**src/hw/rtl/hsv_background_mask_morphology_macros.svh**
```systemverilog
`ifndef HSV_BACKGROUND_MASK_MORPHOLOGY_MACROS_SVH
`define HSV_BACKGROUND_MASK_MORPHOLOGY_MACROS_SVH

// Check that a condition implies an expression in the same cycle.
`define HBMM_ASSERT_SAME(label, clk, rst, cond, expr) \
  label: assert property (@(posedge clk) disable iff (rst) (cond) |-> (expr)) \
    else $error("hbmm: same-cycle check failed");

// Check that a condition implies an expression in the following cycle.
`define HBMM_ASSERT_NEXT(label, clk, rst, cond, expr) \
  label: assert property (@(posedge clk) disable iff (rst) (cond) |=> (expr)) \
    else $error("hbmm: next-cycle check failed");

`endif

```
**src/hw/rtl/hbmm_pkg.sv**
```systemverilog
package hbmm_pkg;

  // Defaults for the top-level parameters
  localparam int DEF_MAX_WIDTH     = 2048;
  localparam int DEF_DILATE_PASSES = 2;

  // Configuration port
  localparam int CFG_INDEX_W = 3;
  localparam int CFG_DATA_W  = 12;
  localparam int THR_W       = 8;
  localparam int SIZE_W      = 12;

  typedef enum logic [CFG_INDEX_W-1:0] {
    REG_HUE_THRESHOLD        = 3'd0,
    REG_SATURATION_THRESHOLD = 3'd1,
    REG_VALUE_THRESHOLD      = 3'd2,
    REG_IMAGE_WIDTH          = 3'd3,
    REG_IMAGE_HEIGHT         = 3'd4
  } cfg_reg_t;

  localparam logic [THR_W-1:0]  RST_HUE_THRESHOLD        = 8'd20;
  localparam logic [THR_W-1:0]  RST_SATURATION_THRESHOLD = 8'd20;
  localparam logic [THR_W-1:0]  RST_VALUE_THRESHOLD      = 8'd40;
  localparam logic [SIZE_W-1:0] RST_IMAGE_WIDTH          = 12'd640;
  localparam logic [SIZE_W-1:0] RST_IMAGE_HEIGHT         = 12'd480;

  // Input beat kinds
  localparam logic OP_PIXEL = 1'b0;
  localparam logic OP_FLUSH = 1'b1;

  // Color conversion fixed point
  localparam int PIX_W         = 8;
  localparam int CH_W          = 9;
  localparam int FRAC_BITS     = 12;
  localparam int SAT_RECIP_NUM = 1044480;
  localparam int HUE_RECIP_NUM = 122880;
  localparam int SAT_RECIP_W   = 20;
  localparam int HUE_RECIP_W   = 17;
  localparam int HUE_SPAN      = 180;

  // Line store and window scan
  localparam int SLOT_BITS = 3;
  localparam int TAP_CNT_W = 4;
  localparam logic [TAP_CNT_W-1:0] TAP_COUNT = 4'd9;

  typedef struct packed {
    logic signed [2:0] dr;
    logic signed [2:0] dc;
  } tap_ofs_t;

  // Window offset of scan step k: 3x3 square or 5x5 cross
  function automatic tap_ofs_t tap_offset(input logic square, input logic [TAP_CNT_W-1:0] k);
    tap_ofs_t o;
    o.dr = 3'sd0;
    o.dc = 3'sd0;
    if (square) begin
      case (k)
        4'd0: begin o.dr = -3'sd1; o.dc = -3'sd1; end
        4'd1: begin o.dr = -3'sd1; o.dc =  3'sd0; end
        4'd2: begin o.dr = -3'sd1; o.dc =  3'sd1; end
        4'd3: begin o.dr =  3'sd0; o.dc = -3'sd1; end
        4'd4: begin o.dr =  3'sd0; o.dc =  3'sd0; end
        4'd5: begin o.dr =  3'sd0; o.dc =  3'sd1; end
        4'd6: begin o.dr =  3'sd1; o.dc = -3'sd1; end
        4'd7: begin o.dr =  3'sd1; o.dc =  3'sd0; end
        4'd8: begin o.dr =  3'sd1; o.dc =  3'sd1; end
        default: begin o.dr = 3'sd0; o.dc = 3'sd0; end
      endcase
    end else begin
      case (k)
        4'd0: begin o.dr = -3'sd2; o.dc =  3'sd0; end
        4'd1: begin o.dr = -3'sd1; o.dc =  3'sd0; end
        4'd2: begin o.dr =  3'sd0; o.dc =  3'sd0; end
        4'd3: begin o.dr =  3'sd1; o.dc =  3'sd0; end
        4'd4: begin o.dr =  3'sd2; o.dc =  3'sd0; end
        4'd5: begin o.dr =  3'sd0; o.dc = -3'sd2; end
        4'd6: begin o.dr =  3'sd0; o.dc = -3'sd1; end
        4'd7: begin o.dr =  3'sd0; o.dc =  3'sd1; end
        4'd8: begin o.dr =  3'sd0; o.dc =  3'sd2; end
        default: begin o.dr = 3'sd0; o.dc = 3'sd0; end
      endcase
    end
    return o;
  endfunction

  // Controller
  typedef enum logic [3:0] {
    ST_IDLE,
    ST_CONV_A,
    ST_CONV_B,
    ST_CONV_C,
    ST_CONV_D,
    ST_PUSH,
    ST_CHECK,
    ST_EVAL,
    ST_COMMIT
  } state_t;

  typedef struct packed {
    logic load_input;
    logic push_pixel;
    logic stage_next;
    logic eval_start;
    logic eval_step;
    logic advance;
    logic emit;
  } cmd_t;

  typedef struct packed {
    logic pixel_take;
    logic stage_ready;
    logic stage_last;
    logic eval_done;
    logic out_free;
  } status_t;

endpackage

```
**src/hw/rtl/hbmm_ctrl.sv**
```systemverilog
module hbmm_ctrl (
  input  logic              clk,
  input  logic              rst,
  input  logic              pixel_valid,
  output logic              pixel_stall,
  input  hbmm_pkg::status_t status,
  output hbmm_pkg::cmd_t    cmd
);

  hbmm_pkg::state_t state;
  hbmm_pkg::state_t state_next;

  always_ff @(posedge clk) begin
    if (rst) begin
      state <= hbmm_pkg::ST_IDLE;
    end else begin
      state <= state_next;
    end
  end

  // Next state
  always_comb begin
    state_next = state;
    unique case (state)
      hbmm_pkg::ST_IDLE:   if (pixel_valid) state_next = hbmm_pkg::ST_CONV_A;
      hbmm_pkg::ST_CONV_A: state_next = hbmm_pkg::ST_CONV_B;
      hbmm_pkg::ST_CONV_B: state_next = hbmm_pkg::ST_CONV_C;
      hbmm_pkg::ST_CONV_C: state_next = hbmm_pkg::ST_CONV_D;
      hbmm_pkg::ST_CONV_D: state_next = hbmm_pkg::ST_PUSH;
      hbmm_pkg::ST_PUSH:   state_next = hbmm_pkg::ST_CHECK;
      hbmm_pkg::ST_CHECK: begin
        if (status.stage_ready) begin
          state_next = hbmm_pkg::ST_EVAL;
        end else if (status.stage_last) begin
          state_next = hbmm_pkg::ST_IDLE;
        end
      end
      hbmm_pkg::ST_EVAL:   if (status.eval_done) state_next = hbmm_pkg::ST_COMMIT;
      hbmm_pkg::ST_COMMIT: begin
        if (!status.stage_last) begin
          state_next = hbmm_pkg::ST_CHECK;
        end else if (status.out_free) begin
          state_next = hbmm_pkg::ST_IDLE;
        end
      end
      default: state_next = hbmm_pkg::ST_IDLE;
    endcase
  end

  // Commands
  always_comb begin
    cmd         = '0;
    pixel_stall = rst || (state != hbmm_pkg::ST_IDLE);
    unique case (state)
      hbmm_pkg::ST_IDLE:   cmd.load_input = pixel_valid && !rst;
      hbmm_pkg::ST_PUSH:   cmd.push_pixel = status.pixel_take;
      hbmm_pkg::ST_CHECK: begin
        cmd.eval_start = status.stage_ready;
        cmd.stage_next = !status.stage_ready && !status.stage_last;
      end
      hbmm_pkg::ST_EVAL:   cmd.eval_step = 1'b1;
      hbmm_pkg::ST_COMMIT: begin
        cmd.advance = !status.stage_last;
        cmd.emit    = status.stage_last && status.out_free;
      end
      default: ;
    endcase
  end

endmodule

```
**config.mk**
```make
export PLATFORM = sky130hd
export DESIGN_NAME = hbmm_ctrl
export DESIGN_NICKNAME = d
export VERILOG_FILES = /design/src/hw/rtl/hsv_background_mask_morphology_macros.svh /design/src/hw/rtl/hbmm_pkg.sv /design/src/hw/rtl/hbmm_ctrl.sv
export SDC_FILE = /design/constraint.sdc
export NUM_CORES = 1
export LEC_CHECK = 0
export BUFFER_PORTS_ARGS = -buffer_cell sky130_fd_sc_hd__buf_2
export CAP_MARGIN = 20
export CORE_AREA = 4 4 41 43
export CTS_CLUSTER_DIAMETER = 50
export DETAILED_ROUTE_END_ITERATION = 12
export DIE_AREA = 0 0 45 47
export GPL_ROUTABILITY_DRIVEN = 0
export GPL_TIMING_DRIVEN = 0
export PLACE_DENSITY = 0.63
export SLEW_MARGIN = 5
export SYNTH_ARGS = -nofsm -noshare
export SYNTH_HDL_FRONTEND = slang
export SYNTH_SLANG_ARGS = --single-unit
export TNS_END_PERCENT = 10
```
**constraint.sdc**
```tcl
create_clock -name clk -period 2.45 [get_ports clk]
set_input_delay 0.1225 -clock clk [delete_from_list [all_inputs] [get_ports clk]]
set_output_delay 0.1225 -clock clk [all_outputs]
set_load 0.01 [all_outputs]
```
Word level (Yosys, flattened, before mapping). Cells that the tools add are included.

Register bits after elaboration: 4. Bits of input ports: 8. Output and inout bits: 8. Word-level logic and storage cells: 35.

Equality and inequality tests: 12. Muxes and demuxes: 12. Reduce and logical (&&, ||, !) cells: 10.

Operator list (count): $pmux W4 S9 (1); $mux W4 (6); $eq A4 B3 Y1 const B (4); $eq A4 B2 Y1 const B (2); $ne A3 B3 Y1 const B (2); $eq A4 B1 Y1 const B (1); $eq A4 B4 Y1 const B (1); $logic_not A4 Y1 (1); $mux W2 (2); $ne A2 B2 Y1 const B (2); $reduce_and A4 Y1 (1); $reduce_bool A4 Y1 (1); $logic_and A1 B1 Y1 (3); $logic_not A1 Y1 (3); $mux W1 (3); $logic_or A1 B1 Y1 (1).

Logic depth before layout (Yosys ltp).
Word-level depth: 3. Mapped depth: 5. Gate-level depth less buffers: 4.

Worst setup path before layout. No wires, ideal clock.

Path type: reg-to-reg. Start: register state[1]. End: register state[2]. Library setup time: 0.086 ns. Arrival time: 1.355 ns. Required time: 2.364 ns. Slack: 1.008 ns. Stages on the path, launching flop included: 6. Buffers on the path: 1. Clock period less this slack: 1.442 ns. Cell sequence: dfxtp_1 buf_6 or4b_1 a31oi_1 nor3b_1 a221oi_2.

Word-level cells in the longest chain between the ends: 3. Elaborated cells on any way between the ends: 15. Those cells by class: 12 x eq/ne; 1 x mux; 2 x reduce/logical.

RTL lines: start, declared (line hbmm_ctrl.sv:10) `hbmm_pkg::state_t state;`; start signal, assigned (line hbmm_ctrl.sv:15) `state <= hbmm_pkg::ST_IDLE;`; start signal, assigned (line hbmm_ctrl.sv:17) `state <= state_next;`; $eq A4 B3 Y1 (tied with other cells) (line hbmm_ctrl.sv:24) `unique case (state)`; $ne A3 B3 Y1 (no source line) or $ne A2 B2 Y1 (tied branches); $reduce_and A4 Y1 (no source line).

Several ways; a longest one is shown, not always the timed one. A chain may end at the register's enable or synchronous reset.

==> run metrics <==
run status=finished, final reports clean; I/O pin count=16; library cells used by synthesis=30; Final ANT Viol Nets=0; Starting Density=31.1%; clock skew=0.000863 ns; Die Width=45 um; RSZ-0062 raised after global routing=false; Final Cycle Share=64.2%; Arr. time, crit path=1.45 ns; GRT Util Overall=10.2%; Hold Slack=0.116 ns; remaining routing DRC violations=0; synthesized flop and latch total=4; EDFF count, synth=0; Power Density=400 mW/mm2; first-pass GRT wire length=1620 um; num rows=13; Top Registers=state x4; DR iter-0 viols=20; dpl cells=80; maximum number of pins on one net before global-route repair=11; startpoint type of the worst setup path=register; hold_buf cts=0; core area=0.00130 mm2; Clock Latency Late Sink=0.23 ns; Final Hold Vio Count=0; Clock H-tree levels=1; post-route cell area=520 um2; dpl hpwl=804 um; total CTS buffers=3; Fill cells=155; Post-DP Area=498 um2; die area=0.00212 mm2; max capacitance violation total=0; Reg area=80.1 um2; cts repair resizes=0; number of global-route vias before repair=396; CP Max Fanout=10; clk slew on worst S/H paths=0.04 ns; worst path required time=2.33 ns; register name with the most flops=state; Area growth, synth to finish=28.8%; Multi-input gate area=278 um2; initial antenna violation count=0; Min-Delay Path Class=in -> reg; Port Buffer Count=15; Syn Area/Cell=8.08 um2; Layout Nets=78; Die Y-Extent=47 um; setup TNS=0 ns; CTS tree=built; fmax=0.636 GHz; Crit Path Class=reg -> out; final slew viol count=0; Worst-Margin Slew=0.390 ns; vias after detailed routing=453; Most used DFF post-synth=dfxtp_1; postcts setup bufs=0; P_leak=0.226 nW; final wirelength=1020 um; CTS Sinks=4; Slew HR=73.9%; Syn Nets=58; Seq/Total Area, Yosys=19.8%; Synth Cell Area=404 um2; fraction of layout cells with a size suffix above 1=35.3%; ANT cells=0; Routed WL per cell=12.3 um; final setup vio count=0; Post-Syn Instances=50; yosys warns=0; Non-Filler Instances=83; crit path capture type=output port; max reg flops=4; ys async rst share=0%; Bufs on Longest Clock Path=2; clock root buffer=clkbuf_4; Via density=5.46; overflow left after global routing=0; total power=0.000208 W; maximum VDD drop=0.000334 V; Tmin final=1.57 ns; First-pass DRT Iterations=4
## cell type report
type	count	area share, %
Multi-Input combinational cell	38	53.4
Sequential cell	4	15.4
Timing Repair Buffer	15	14.4
Buffer	5	6.73
Clock buffer	3	4.33
Tap cell	15	3.61
Inverter	3	2.16
## critical path, cell delays in order (launching register included)
cell           delay (ns)
dfxtp_1              0.32
buf_6                0.12
dlygate4sd1_1        0.40
nand3_1              0.19
inv_1                0.08
buf_2                0.12
## synth_stat cells (all sizes together) (2+ instances only)
cell type | n | area share [%]
a31oi | 4 | 6.2
nor2b | 2 | 3.1
buf | 4 | 6.5
nand4b | 3 | 6.5
nor3b | 3 | 5.6
nand2 | 2 | 1.9
dfxtp | 4 | 20
nor3 | 2 | 2.5
a211oi | 3 | 5.6
inv | 3 | 2.8
nor4 | 2 | 3.1
## path summary, 6_finish.rpt
check,start,end,slack (ns),cells past startpoint
worst max-delay path,state[1],cmd[2],0.88,5
worst max register to register,state[1],state[2],0.89,5
worst min-delay path,status[1],state[0],0.12,2
worst min register to register,state[3],state[2],0.70,3
## per-layer routing
metal  up-vias  track usage, %  part of all wire [%]  wire length [um]
met1       200            13.8                    48               486
met4         0            1.75                     0                 0
met2        18            15.8                    44               448
li1        235               -                     -                 -
met5         -               0                     0                 0
met3         0            3.45                   8.6                88
## power breakdown
part / switching, W / internal [W] / leakage [nW]
Combinational: 0.0000319 / 0.0000254 / 0.180
Clock: 0.0000251 / 0.0000547 / 0.0138
Sequential: 0.00000235 / 0.0000688 / 0.0326
Total: 0.0000594 / 0.000149 / 0.226
## cell families after synthesis
kind of cell | after synthesis | share of synthesized area (%)
buf+inv | 8 | 11.5
simple gates | 26 | 44.6
compound gates | 11 | 21.7
mux | 1 | 2.48
flops | 4 | 19.8
## cells in the final DEF, fill, tap and decap left out
master and n:
buf_2 18, a31oi_1 4, dfxtp_1 4, inv_1 3
nor3b_1 3, nand4b_1 3, a211oi_1 3, clkbuf_4 3
nor2b_1 2, nor3_1 2, nor4_1 2, nand2_1 2
buf_6 1, dlygate4sd1_1 1, nand3_1 1, nand3b_1 1
and4_1 1, nand2b_1 1, and4b_1 1, nor2_1 1
and3_1 1, or3_1 1, or4bb_1 1, or4b_1 1
or4_1 1, a21oi_2 1, a221oi_2 1, or2_1 1
mux2i_1 1, o211ai_1 1, o32ai_1 1
## stage by stage
step | setup WS, ns | util, %
3_3_place_gp | 0.924 | 38.3
2_1_floorplan | 1.01 | -
5_1_grt | 0.779 | 40.0
3_5_place_dp | 0.906 | 38.3
6_report | 0.877 | 40.0
4_1_cts | 0.867 | 40.0
(Power assumes the default switching activity.)
